File: src/rtl/pss_pkg.sv
// Shared types and constants for the PDM sample streamer.
package pss_pkg;

    localparam int RING_DEPTH  = 1024;
    localparam int PRIME_LEVEL = 512;
    localparam int IDX_W       = $clog2(RING_DEPTH);

    localparam int SAMPLE_W   = 16;
    localparam int GAIN_W     = 8;
    localparam int HOLD_W     = 8;
    localparam int SETTLE_W   = 16;
    localparam int ACC_W      = 18;
    localparam int PLAYED_W   = 32;
    localparam int FILL_W     = 10;
    localparam int DUR_W      = 5;
    localparam int SLOT_W     = 3;
    localparam int CFG_IDX_W  = 2;
    localparam int CFG_DATA_W = 16;

    localparam int SLOTS_PER_CYCLE = 6;
    localparam int LONG_US         = 21;
    localparam int SHORT_US        = 20;
    localparam int ACCUM_POS_STEP  = 32767;
    localparam int ACCUM_NEG_STEP  = 32768;
    localparam int SAMPLE_MAX      = 32767;
    localparam int SAMPLE_MIN      = -32768;

    localparam int QUEUE_DEPTH = 4;

    localparam logic [CFG_IDX_W-1:0] CFG_GAIN   = CFG_IDX_W'(0);
    localparam logic [CFG_IDX_W-1:0] CFG_HOLD   = CFG_IDX_W'(1);
    localparam logic [CFG_IDX_W-1:0] CFG_SETTLE = CFG_IDX_W'(2);

    typedef enum logic [2:0] {
        ACT_PUSH,
        ACT_TICK,
        ACT_START,
        ACT_RESUME,
        ACT_STOP,
        ACT_END,
        ACT_DRAIN,
        ACT_CLEAR
    } pss_action_t;

    typedef enum logic [1:0] {
        SEL_KEEP,
        SEL_ZERO,
        SEL_NEW,
        SEL_CLEAR
    } pss_sel_t;

    typedef struct packed {
        logic [2:0]                 action;
        logic signed [SAMPLE_W-1:0] sample;
    } pss_in_t;

    typedef struct packed {
        logic                accepted;
        logic                level;
        logic [DUR_W-1:0]    duration_us;
        logic                finished;
        logic [FILL_W-1:0]   fill;
        logic [PLAYED_W-1:0] played;
    } pss_out_t;

    typedef struct packed {
        logic                       accepted;
        logic                       finished;
        logic                       made_bit;
        logic [DUR_W-1:0]           dur;
        logic [FILL_W-1:0]          fill;
        logic [PLAYED_W-1:0]        played;
        pss_sel_t                   sel;
        logic signed [SAMPLE_W-1:0] sample;
    } pss_entry_t;

endpackage

File: src/rtl/pss_queue.sv
// Small register queue between front and back ends.
module pss_queue import pss_pkg::*; (
    input  logic       clk,
    input  logic       rst_n,
    input  logic       push_valid,
    output logic       push_ready,
    input  pss_entry_t push_entry,
    output logic       pop_valid,
    input  logic       pop_ready,
    output pss_entry_t pop_entry
);

    localparam int PTR_W = $clog2(QUEUE_DEPTH);
    localparam int CNT_W = PTR_W + 1;

    pss_entry_t slots [QUEUE_DEPTH];

    logic [PTR_W-1:0] wr_ptr_reg, wr_ptr_next;
    logic [PTR_W-1:0] rd_ptr_reg, rd_ptr_next;
    logic [CNT_W-1:0] count_reg, count_next;
    logic             do_push;
    logic             do_pop;

    assign push_ready = (count_reg != CNT_W'(QUEUE_DEPTH));
    assign pop_valid  = (count_reg != '0);
    assign do_push    = push_valid && push_ready;
    assign do_pop     = pop_valid && pop_ready;
    assign pop_entry  = slots[rd_ptr_reg];

    always_comb
    begin
        wr_ptr_next = do_push ? wr_ptr_reg + PTR_W'(1) : wr_ptr_reg;
        rd_ptr_next = do_pop ? rd_ptr_reg + PTR_W'(1) : rd_ptr_reg;
        count_next  = count_reg;
        if (do_push && !do_pop)
        begin
            count_next = count_reg + CNT_W'(1);
        end
        else if (do_pop && !do_push)
        begin
            count_next = count_reg - CNT_W'(1);
        end
    end

    always_ff @(posedge clk or negedge rst_n)
    begin
        if (!rst_n)
        begin
            wr_ptr_reg <= '0;
            rd_ptr_reg <= '0;
            count_reg  <= '0;
        end
        else
        begin
            wr_ptr_reg <= wr_ptr_next;
            rd_ptr_reg <= rd_ptr_next;
            count_reg  <= count_next;
        end
    end

    always_ff @(posedge clk)
    begin
        if (do_push)
        begin
            slots[wr_ptr_reg] <= push_entry;
        end
    end

endmodule

File: config.mk
export PLATFORM = sky130hd
export DESIGN_NAME = pss_queue
export DESIGN_NICKNAME = d
export VERILOG_FILES = /design/src/rtl/pss_pkg.sv /design/src/rtl/pss_queue.sv
export SDC_FILE = /design/constraint.sdc
export NUM_CORES = 1
export LEC_CHECK = 0
export BUFFER_PORTS_ARGS = -buffer_cell sky130_fd_sc_hd__buf_4
export CORE_ASPECT_RATIO = 1.75
export CORE_MARGIN = 2
export CORE_UTILIZATION = 25
export CTS_CLUSTER_DIAMETER = 120
export DETAILED_ROUTE_END_ITERATION = 12
export PLACE_DENSITY = 0.4
export SYNTH_ARGS = -nofsm -noshare
export SYNTH_HDL_FRONTEND = slang
export SYNTH_SLANG_ARGS = --single-unit
File: constraint.sdc
create_clock -name clk -period 5.15 [get_ports clk]
set_clock_uncertainty 0.1 [all_clocks]
set_input_delay 1.03 -clock clk [delete_from_list [all_inputs] [get_ports clk]]
set_output_delay 1.03 -clock clk [all_outputs]
set_load 0.02 [all_outputs]
==> flow_metrics.py <==
metrics = {
    "logic_synthesis": {
        "synth_sequential_area_ratio": 0.810,
        "synth.ff_latch_count": 279,
        "cell_count_after_synthesis": 391,
        "synth_area_per_cell_sq_um": 26.3,
        "synth_cell_types": 19,
        "ys_warn_count": 0,
        "syn_area_sq_um": 10300,
        "synth_fp_nets": 469,
    },
    "routing": {
        "routed-via-count": 4593,
        "detail_route.drc_violations": 0,
        "drtIter0Drc": 222,
        "number_of_detailed_route_iterations_in_the_first_pass": 4,
        "wire_per_inst_microns": 20.8,
        "route.antenna.remaining_nets": 0,
        "wl_microns": 23400,
        "avgViaCountPerCell": 4.08,
    },
    "final_layout": {
        "final_core_util": 0.314,
        "final_common_cell": "edfxtp_1",
        "fin_nets": 630,
        "most-common-layout-cells": "272 x edfxtp_1, 146 x buf_4, 68 x mux4_2",
        "fin_cells": 1125,
        "sequential_cell_area_sq_um": 8350,
        "fillers": 3998,
        "layout-drive-gt1-share": 0.453,
        "multi_input_area_sq_um": 1760,
        "flow.area_growth_from_synthesis_pct": 24.0,
        "largest_register_ffs": 272,
    },
    "sta": {
        "setup_viol_count_final": 0,
        "post-route-min-period_ps": 3670,
        "slew-limit-headroom": 0.242,
        "fmax_mhz": 273,
        "finalCritPeriodShare": 0.712,
        "maxSlewViolCount": 0,
        "tightestPinTransition_ps": 1140,
        "timing.setup.tns_ps": 0,
        "hold_viol_final": 0,
        "final.setup.worst_slack_ps": 1480,
        "rsz0062_at_grt": "no",
    },
    "worst_setup_path": {
        "timing.critical_path.fanout_max": 24,
        "rr_startpoint": "count_reg[0]",
        "critical_path.slowest_cell": "dfrtp_4",
        "critical_path.max_stage_delay_ps": 780,
        "reg2reg_setup_slack_ps": 2600,
        "worstSetupStartpoint": "rd_ptr_reg[0]",
        "ordered_list_of_cells_on_the_worst_path": "buf_4, mux4_2, buf_4",
        "required_ps": 4020,
        "timing.critical_path.to": "pop_entry[3]",
        "launching_element_type_of_the_critical_path": "register",
        "timing.critical_path.arrival_ps": 2540,
        "reg2reg_to": "slots[1][12]",
        "cp_common_cell": "buf_4",
        "worstSetupEndpointType": "output pin",
        "worstRegToRegCells": 4,
        "crit_type": "reg2out",
    },
    "place": {
        "place_ws_ps": 1910,
        "post-place-cells": 1072,
        "place_congestion": 0.689,
        "place.detailed.hpwl_microns": 14100,
        "port-buffer-count": 141,
    },
    "clock_tree": {
        "clk_pin_slew_worst_paths_ps": 60,
        "clock-sinks": 279,
        "cts.root.buffer_cell": "clkbuf_16",
        "htreeDepth": 1,
        "cts_repair_resizes": 0,
        "clock_path_buffers": 3,
        "latest_clock_arrival_within_the_worst_skew_pair_ps": 550,
        "post-cts-setup-buffers": 0,
        "cts_tree": "yes",
        "cts_made_buffers": 28,
        "cts_hold_buffers": 0,
    },
    "pwr": {
        "net_switching_power_figure_w": 0.00244,
        "vdd.ir_drop.worst_mv": 0.253,
        "power.combinational.fraction": 0.318,
        "power_density_nw_per_um2": 596,
        "clock_network_fraction_of_total_power": 0.246,
        "netSwitchingFraction": 0.320,
        "post_layout_power_w": 0.00761,
        "p_seq_frac": 0.435,
        "leakage_nw": 4.22,
        "power.internal_w": 0.00517,
    },
    "global_routing": {
        "global_route.usage.total": 0.109,
        "antenna_found_initial": 3,
        "first_global_vias": 5425,
        "global_route_wire_length_before_repair_microns": 34100,
        "largest_net_degree_at_the_start_of_global_routing": 70,
        "overall_overflow_remaining_after_global_route": 0,
    },
    "die": {
        "placement_rows": 98,
        "pin_count": 142,
        "area_of_the_die_sq_um": 42900,
        "initial_core_util": 0.253,
        "die_x_microns": 157,
        "die_height_microns": 273,
        "floorplan.core_area_sq_um": 40700,
    },
    "hold_path": {
        "timing.hold.worst.class": "in2async",
    },
    "outcome": {
        "status": "finished, final reports clean",
    },
    "flow_run": {
        "max-cap-violations": 0,
    },
}
## critical path: cells and delay by family, from the launching register on
family	cells	cell delay, ps
buf+inv	2	610
flops	1	780
mux	1	570
## cells by family (layout without fill, tap and decap cells)
group                    after synthesis  after routing  share of synthesized area
flip-flops                           279            279                      0.810
AO/OA/AOI/OAI                          1              1                    0.00109
multiplexers                          70             70                      0.151
other                                  0              1                          0
XOR/XNOR                               6              6                    0.00510
adder cells (fa/ha/maj)                6              6                    0.00802
buffers and inverters                 19            202                     0.0199
AND/OR/NAND/NOR                       10             10                    0.00498
## worst min path at each step
stage	slack, ps	to	cells past startpoint
5_1_grt	160	count_reg[0]	1
3_5_place_dp	430	count_reg[2]	1
4_1_cts	150	rd_ptr_reg[0]	1
3_3_place_gp	420	count_reg[2]	1
6_report	180	rd_ptr_reg[0]	1
2_1_floorplan	390	count_reg[2]	1
## per-stage QoR
| step | area (sq um) | hold WS (ps) |
|---|---|---|
| floorplan | 10300 | 393 |
| global route | 12800 | 162 |
| finish | 12800 | 184 |
| global placement | 11900 | 418 |
| CTS | 12800 | 149 |
| detailed placement | 11900 | 430 |
## power by group through the flow
stage	clock [W]	sequential, W	combinational, W
after floorplan	0	0.00314	0.00175
after global placement	0	0.00335	0.00250
after detailed placement	0	0.00339	0.00251
after CTS	0.00195	0.00334	0.00252
after global routing	0.00203	0.00338	0.00260
final	0.00188	0.00331	0.00242
## Yosys cell counts, drive strengths merged
library cell | number | share of area
inv | 3 | 0.0011
a21boi | 1 | 0.0011
mux4 | 68 | 0.15
dfrtp | 7 | 0.017
nor2 | 2 | 0.00073
nand2 | 2 | 0.00073
mux2 | 2 | 0.0022
ha | 5 | 0.0061
xnor2 | 4 | 0.0034
xor2 | 2 | 0.0017
nand3 | 1 | 0.00049
or3 | 1 | 0.00061
and2 | 4 | 0.0024
buf | 16 | 0.019
fa | 1 | 0.0019
edfxtp | 272 | 0.79
## routing by layer
metal / global-route usage / up-vias / part of all wire
met4: 0.0467 / 4 / 0.036
met5: 0 / - / 0.0012
met3: 0.0192 / 50 / 0.041
met1: 0.109 / 2447 / 0.34
met2: 0.215 / 101 / 0.58
li1: - / 1991 / -
## area by class of cell
class / instances / share of cell area
inverters: 3 / 0.000882
well taps: 550 / 0.0539
clock inverters: 15 / 0.00637
multi-input cells: 93 / 0.138
diodes: 1 / 0.000196
repair buffers: 147 / 0.0874
clock buffers: 37 / 0.0592
flip-flops and latches: 279 / 0.654
(Power assumes the default switching activity.)
