File: config.mk
export PLATFORM = sky130hd
export DESIGN_NAME = pss_back
export DESIGN_NICKNAME = d
export VERILOG_FILES = /design/src/rtl/pss_pkg.sv /design/src/rtl/pss_back.sv
export SDC_FILE = /design/constraint.sdc
export NUM_CORES = 1
export LEC_CHECK = 0
export ABC_AREA = 1
export BUFFER_PORTS_ARGS = -buffer_cell sky130_fd_sc_hd__buf_2
export CORE_MARGIN = 3
export CORE_UTILIZATION = 60
export DETAILED_ROUTE_END_ITERATION = 12
export PLACE_DENSITY = 0.79
export SYNTH_ARGS = -nofsm -noshare
export SYNTH_HDL_FRONTEND = slang
export SYNTH_SLANG_ARGS = --single-unit
File: constraint.sdc
create_clock -name clk -period 8.17 [get_ports clk]
set_input_delay 0 -clock clk [delete_from_list [all_inputs] [get_ports clk]]
set_output_delay 0 -clock clk [all_outputs]
set_load 0.01 [all_outputs]
File: src/rtl/pss_pkg.sv
// Shared types and constants for the PDM sample streamer.
package pss_pkg;

    localparam int RING_DEPTH  = 1024;
    localparam int PRIME_LEVEL = 512;
    localparam int IDX_W       = $clog2(RING_DEPTH);

    localparam int SAMPLE_W   = 16;
    localparam int GAIN_W     = 8;
    localparam int HOLD_W     = 8;
    localparam int SETTLE_W   = 16;
    localparam int ACC_W      = 18;
    localparam int PLAYED_W   = 32;
    localparam int FILL_W     = 10;
    localparam int DUR_W      = 5;
    localparam int SLOT_W     = 3;
    localparam int CFG_IDX_W  = 2;
    localparam int CFG_DATA_W = 16;

    localparam int SLOTS_PER_CYCLE = 6;
    localparam int LONG_US         = 21;
    localparam int SHORT_US        = 20;
    localparam int ACCUM_POS_STEP  = 32767;
    localparam int ACCUM_NEG_STEP  = 32768;
    localparam int SAMPLE_MAX      = 32767;
    localparam int SAMPLE_MIN      = -32768;

    localparam int QUEUE_DEPTH = 4;

    localparam logic [CFG_IDX_W-1:0] CFG_GAIN   = CFG_IDX_W'(0);
    localparam logic [CFG_IDX_W-1:0] CFG_HOLD   = CFG_IDX_W'(1);
    localparam logic [CFG_IDX_W-1:0] CFG_SETTLE = CFG_IDX_W'(2);

    typedef enum logic [2:0] {
        ACT_PUSH,
        ACT_TICK,
        ACT_START,
        ACT_RESUME,
        ACT_STOP,
        ACT_END,
        ACT_DRAIN,
        ACT_CLEAR
    } pss_action_t;

    typedef enum logic [1:0] {
        SEL_KEEP,
        SEL_ZERO,
        SEL_NEW,
        SEL_CLEAR
    } pss_sel_t;

    typedef struct packed {
        logic [2:0]                 action;
        logic signed [SAMPLE_W-1:0] sample;
    } pss_in_t;

    typedef struct packed {
        logic                accepted;
        logic                level;
        logic [DUR_W-1:0]    duration_us;
        logic                finished;
        logic [FILL_W-1:0]   fill;
        logic [PLAYED_W-1:0] played;
    } pss_out_t;

    typedef struct packed {
        logic                       accepted;
        logic                       finished;
        logic                       made_bit;
        logic [DUR_W-1:0]           dur;
        logic [FILL_W-1:0]          fill;
        logic [PLAYED_W-1:0]        played;
        pss_sel_t                   sel;
        logic signed [SAMPLE_W-1:0] sample;
    } pss_entry_t;

endpackage

File: src/rtl/pss_back.sv
// Back end: gain scaling, first-order sigma-delta accumulator and output register.
module pss_back import pss_pkg::*; (
    input  logic              clk,
    input  logic              rst_n,
    input  logic [GAIN_W-1:0] gain,
    input  logic              entry_valid,
    output logic              entry_ready,
    input  pss_entry_t        entry,
    output logic              out_valid,
    input  logic              out_ready,
    output pss_out_t          out_item
);

    localparam int PROD_W = SAMPLE_W + GAIN_W + 1;
    localparam logic signed [PROD_W-1:0] PROD_MAX = PROD_W'(SAMPLE_MAX);
    localparam logic signed [PROD_W-1:0] PROD_MIN = PROD_W'(SAMPLE_MIN);
    localparam logic signed [ACC_W-1:0]  POS_STEP = ACC_W'(ACCUM_POS_STEP);
    localparam logic signed [ACC_W-1:0]  NEG_STEP = ACC_W'(ACCUM_NEG_STEP);
    localparam logic signed [ACC_W-1:0]  ACC_LO   = ACC_W'(SAMPLE_MIN);
    localparam logic signed [ACC_W-1:0]  ACC_HI   = ACC_W'(ACCUM_NEG_STEP);

    logic                       m_valid_reg, m_valid_next;
    pss_entry_t                 m_reg;
    logic signed [SAMPLE_W-1:0] m_scaled_reg;
    logic signed [SAMPLE_W-1:0] held_reg, held_next;
    logic signed [ACC_W-1:0]    acc_reg, acc_next;
    logic                       out_valid_reg, out_valid_next;
    pss_out_t                   out_reg, out_next;

    logic                       adv;
    logic                       m_ready;
    logic                       m_load;
    logic                       a_load;
    logic signed [PROD_W-1:0]   prod;
    logic signed [PROD_W-1:0]   half;
    logic signed [SAMPLE_W-1:0] scaled;
    logic signed [ACC_W-1:0]    sum;
    logic                       bit_val;

    assign adv         = !out_valid_reg || out_ready;
    assign m_ready     = !m_valid_reg || adv;
    assign entry_ready = m_ready;
    assign m_load      = entry_valid && m_ready;
    assign a_load      = m_valid_reg && adv;
    assign out_valid   = out_valid_reg;
    assign out_item    = out_reg;

    always_comb
    begin
        prod = PROD_W'($signed(entry.sample)) * PROD_W'($signed({1'b0, gain}));
        half = (prod + $signed({{(PROD_W-1){1'b0}}, prod[PROD_W-1]})) >>> 1;
        if (half > PROD_MAX)
        begin
            scaled = SAMPLE_W'(SAMPLE_MAX);
        end
        else if (half < PROD_MIN)
        begin
            scaled = SAMPLE_W'(SAMPLE_MIN);
        end
        else
        begin
            scaled = half[SAMPLE_W-1:0];
        end
    end

    always_comb
    begin
        held_next = held_reg;
        acc_next  = acc_reg;
        sum       = acc_reg;
        bit_val   = 1'b0;

        if (a_load)
        begin
            if (m_reg.sel == SEL_CLEAR)
            begin
                held_next = '0;
                acc_next  = '0;
            end
            if (m_reg.made_bit)
            begin
                case (m_reg.sel)
                    SEL_ZERO:
                    begin
                        held_next = '0;
                    end
                    SEL_NEW:
                    begin
                        held_next = m_scaled_reg;
                    end
                    default:
                    begin
                        held_next = held_reg;
                    end
                endcase
                sum      = acc_reg + ACC_W'(held_next);
                bit_val  = !sum[ACC_W-1];
                acc_next = bit_val ? sum - POS_STEP : sum + NEG_STEP;
            end
        end

        out_next.accepted    = m_reg.accepted;
        out_next.level       = bit_val;
        out_next.duration_us = m_reg.dur;
        out_next.finished    = m_reg.finished;
        out_next.fill        = m_reg.fill;
        out_next.played      = m_reg.played;

        m_valid_next   = m_load ? 1'b1 : (adv ? 1'b0 : m_valid_reg);
        out_valid_next = adv ? m_valid_reg : out_valid_reg;
    end

    always_ff @(posedge clk or negedge rst_n)
    begin
        if (!rst_n)
        begin
            m_valid_reg   <= 1'b0;
            out_valid_reg <= 1'b0;
            held_reg      <= '0;
            acc_reg       <= '0;
        end
        else
        begin
            m_valid_reg   <= m_valid_next;
            out_valid_reg <= out_valid_next;
            held_reg      <= held_next;
            acc_reg       <= acc_next;
        end
    end

    always_ff @(posedge clk)
    begin
        if (m_load)
        begin
            m_reg        <= entry;
            m_scaled_reg <= scaled;
        end
        if (a_load)
        begin
            out_reg <= out_next;
        end
    end

    assert property (@(posedge clk) disable iff (!rst_n)
        (acc_reg >= ACC_LO) && (acc_reg <= ACC_HI))
        else $error("sigma-delta accumulator out of range");

endmodule

==> qor.tcl <==
set qor(pwr_per_cell_area_nw_per_um2) 382
set qor(initial_utilization_pct) 61.5
set qor(drive_above_1_share_pct) 13.4
set qor(clock_latency_ns) 0.41
set qor(yosysUniqueCellTypes) 46
set qor(ioPinCount) 132
set qor(first_global_vias) 10721
set qor(period_minus_slack_ns) 6.21
set qor(syn-instance-count) 1587
set qor(worst-slew-pin-transition_ns) 1.14
set qor(postLayoutCoreUtil_pct) 71.0
set qor(synth_warnings) 0
set qor(synth_top_family_by_area) {simple AND/OR/NAND/NOR gates}
set qor(detailed_route_iter0_violations) 833
set qor(cp_data_required_time_ns) 8.32
set qor(status) {completed}
set qor(cp-start-kind) {input port}
set qor(clk_root_buffer_cell) {sky130_fd_sc_hd__clkbuf_16}
set qor(grt_start_max_net_pins) 69
set qor(regToRegStartpoint) {m_reg[17]}
set qor(largest_register_ffs) 52
set qor(grt_first_pass_wirelength_um) 50900
set qor(yosys.area_share.simple_pct) 23.7
set qor(firstDrtPassIters) 5
set qor(num-fill-cells) 1625
set qor(grt_antenna_before_repair) 0
set qor(design.die.area_um2) 23500
set qor(numClockSinks) 154
set qor(timing.critical_path.to_type) {register}
set qor(synth_area_leader) {sky130_fd_sc_hd__edfxtp_1}
set qor(syn_avg_cell_area_um2) 8.20
set qor(dominantRegCellSynth) {sky130_fd_sc_hd__edfxtp_1}
set qor(total_leakage_power_nw) 8.11
set qor(timing.critical_path.fanout_max) 16
set qor(most_frequent_cells_in_the_layout) {sky130_fd_sc_hd__nand2_1, sky130_fd_sc_hd__inv_1, sky130_fd_sc_hd__buf_2}
set qor(final_common_cell) {sky130_fd_sc_hd__nand2_1}
set qor(numCtsBuffers) 17
set qor(share_of_cell_area_taken_by_muxes_after_synthesis_pct) 0
set qor(via_per_inst) 5.22
set qor(vdd.ir_drop.worst_mv) 0.219
set qor(post_synth_main_area_contributors) {sky130_fd_sc_hd__edfxtp_1, sky130_fd_sc_hd__fa_1, sky130_fd_sc_hd__nand2_1}
set qor(die_width_um) 153
set qor(drtAntennaViolNets) 0
set qor(cp_top_family) {simple AND/OR/NAND/NOR gates}
set qor(finalClockSkew_ns) 0.0133
set qor(postSynth.asyncResetShare_pct) 23.4
set qor(fp.dieH_um) 153
set qor(ys_seq_area_share_pct) 34.2
set qor(syn_area_um2) 13000
set qor(wire_per_inst_um) 14.9
set qor(coreArea_um2) 21200
set qor(maximum_buffer_depth_of_the_clock_tree) 2
set qor(area_growth_from_synthesis_to_layout_pct) 15.5
set qor(globalplace.congestion) 0.895
set qor(maxClockFrequency_mhz) 161
set qor(rsz0062_at_grt) {no}
set qor(fin_tns_setup_ns) 0
set qor(clock_transition_at_the_registers_of_the_reported_paths_ns) 0.07
set qor(post-cts-setup-buffers) 0
set qor(antenna_cells) 0
set qor(grt_util_all_layers_pct) 26.4
set qor(setup_viol_count_final) 0
set qor(timing.final.max_slew_violations) 0
set qor(synth_edf_count) 118
set qor(worstSetupStartpoint) {gain[0]}
set qor(maxSlewHeadroom_pct) 23.9
set qor(cts.htree.levels) 4
set qor(synthXorXnorAreaFrac_pct) 1.82
set qor(crit_path_top_delay_cell) {sky130_fd_sc_hd__fa_1}
set qor(setup.worst_path.class) {in -> reg}
set qor(crit_top_cell) {sky130_fd_sc_hd__nand2_1}
set qor(number_of_maximum_capacitance_violations) 0
set qor(crit_arrival_ns) 6.35
set qor(finalCritPeriodShare_pct) 76.0
set qor(wl_um) 30300
set qor(place_hpwl_um) 22200
set qor(synth_adder_area_share_pct) 23.0
set qor(finalPower_mw) 5.74
set qor(num_rows) 53
set qor(report.final.hold_viol_count) 0
set qor(hold_path_class) {in -> async}
set qor(synth_compound_area_share_pct) 5.16
set qor(nets) 2009
set qor(yosysTopAreaCellShare_pct) 27.2
set qor(mappedNetlistNets) 1844
set qor(port-buffer-count) 131
set qor(post_route_drc_violation_count) 0
set qor(global_route.overflow_total) 0
set qor(worst-path-buf-inv) 7
set qor(critical_path.max_stage_delay_ns) 0.56
set qor(routed-via-count) 10645
set qor(cts_tree) {done}
set qor(postSynthRegisterBits) 154
power breakdown:
part	total, mW	leakage [nW]	switching, mW	internal [mW]
clock network	0.805	0.295	0.362	0.443
registers	1.12	1.60	0.0680	1.06
logic	3.81	6.22	2.57	1.24
total	5.74	8.11	3.00	2.74
final timing paths:
check	slack [ns]	cells past startpoint	to
setup / recovery	1.96	36	m_scaled_reg[13]
hold / removal	0.23	2	acc_reg[3]
setup reg to reg	3.15	18	acc_reg[11]
hold reg to reg	0.42	0	out_item[4]
max in group asynchronous	7.39	2	held_reg[8]
min in group clk	0.28	2	m_reg[19]
worst register-to-register path, delay by kind of cell, from the launching register on:
| kind | cells | cell delay, ns |
|---|---|---|
| and+or+nand+nor | 7 | 1.36 |
| buffers and inverters | 4 | 1.06 |
| AOI/OAI and AO/OA | 5 | 1.04 |
| adders and majority gates | 2 | 1.03 |
| DFF | 1 | 0.42 |
synth_stat cells, types with 3 or more instances:
library cell               count
sky130_fd_sc_hd__edfxtp_1    118
sky130_fd_sc_hd__nor3_1       12
sky130_fd_sc_hd__nor2_1       75
sky130_fd_sc_hd__nor2_4        4
sky130_fd_sc_hd__dfrtp_1      36
sky130_fd_sc_hd__o21bai_1      3
sky130_fd_sc_hd__nand2_2      31
sky130_fd_sc_hd__or2_2         3
sky130_fd_sc_hd__inv_1       371
sky130_fd_sc_hd__a21o_1        4
sky130_fd_sc_hd__a22oi_1      15
sky130_fd_sc_hd__fa_1        103
sky130_fd_sc_hd__clkbuf_1     39
sky130_fd_sc_hd__nand4_1      22
sky130_fd_sc_hd__nand2_1     447
sky130_fd_sc_hd__a32o_1        7
sky130_fd_sc_hd__xor2_1       18
sky130_fd_sc_hd__ha_1         74
sky130_fd_sc_hd__nand2_4       4
sky130_fd_sc_hd__xnor2_1       9
sky130_fd_sc_hd__nor2_2       11
sky130_fd_sc_hd__nand3_1      77
sky130_fd_sc_hd__nand3b_1      4
sky130_fd_sc_hd__o21ai_0      36
sky130_fd_sc_hd__a21oi_1      32
sky130_fd_sc_hd__nand3_2       9
what timing repair did:
action,CTS,global route
hold buffers,56,0
endpoints found under the hold margin,90,0
gates resized for setup,0,0
final cells by class:
cell class	count	area, µm²	share of cell area [%]
clock buffer	17	425	2.83
clock inverter	15	193	1.28
inverter	374	1410	9.35
multi-input combinational	1015	6980	46.4
sequential	154	4440	29.6
tap	275	344	2.29
timing repair buffer	190	1240	8.24
kinds of logic after synthesis:
logic type | Yosys count
AND/OR/NAND/NOR | 702
buffers and inverters | 418
adder cells (fa/ha/maj) | 177
AO/OA/AOI/OAI | 109
flip-flops | 154
XOR/XNOR | 27
layer usage:
| metal | up-vias | routed length [µm] | GRT usage (%) |
|---|---|---|---|
| met1 | 5013 | 12200 | 32.8 |
| met4 | 0 | 903 | 7.68 |
| met3 | 74 | 1420 | 4.39 |
| met5 | - | 0 | 0 |
| met2 | 351 | 15800 | 47.4 |
| li1 | 5207 | - | - |
stage by stage:
step,cells,setup slack [ns],area [µm²],hold slack (ns)
final,2040,1.96,15000,0.228
after global routing,2040,1.38,15000,0.280
after CTS,2040,2.08,15000,0.244
after detailed placement,1952,1.68,13800,0.146
after global placement,1952,1.94,13800,0.141
after floorplan,1587,2.30,13000,-0.296
(Power assumes the default switching activity.)
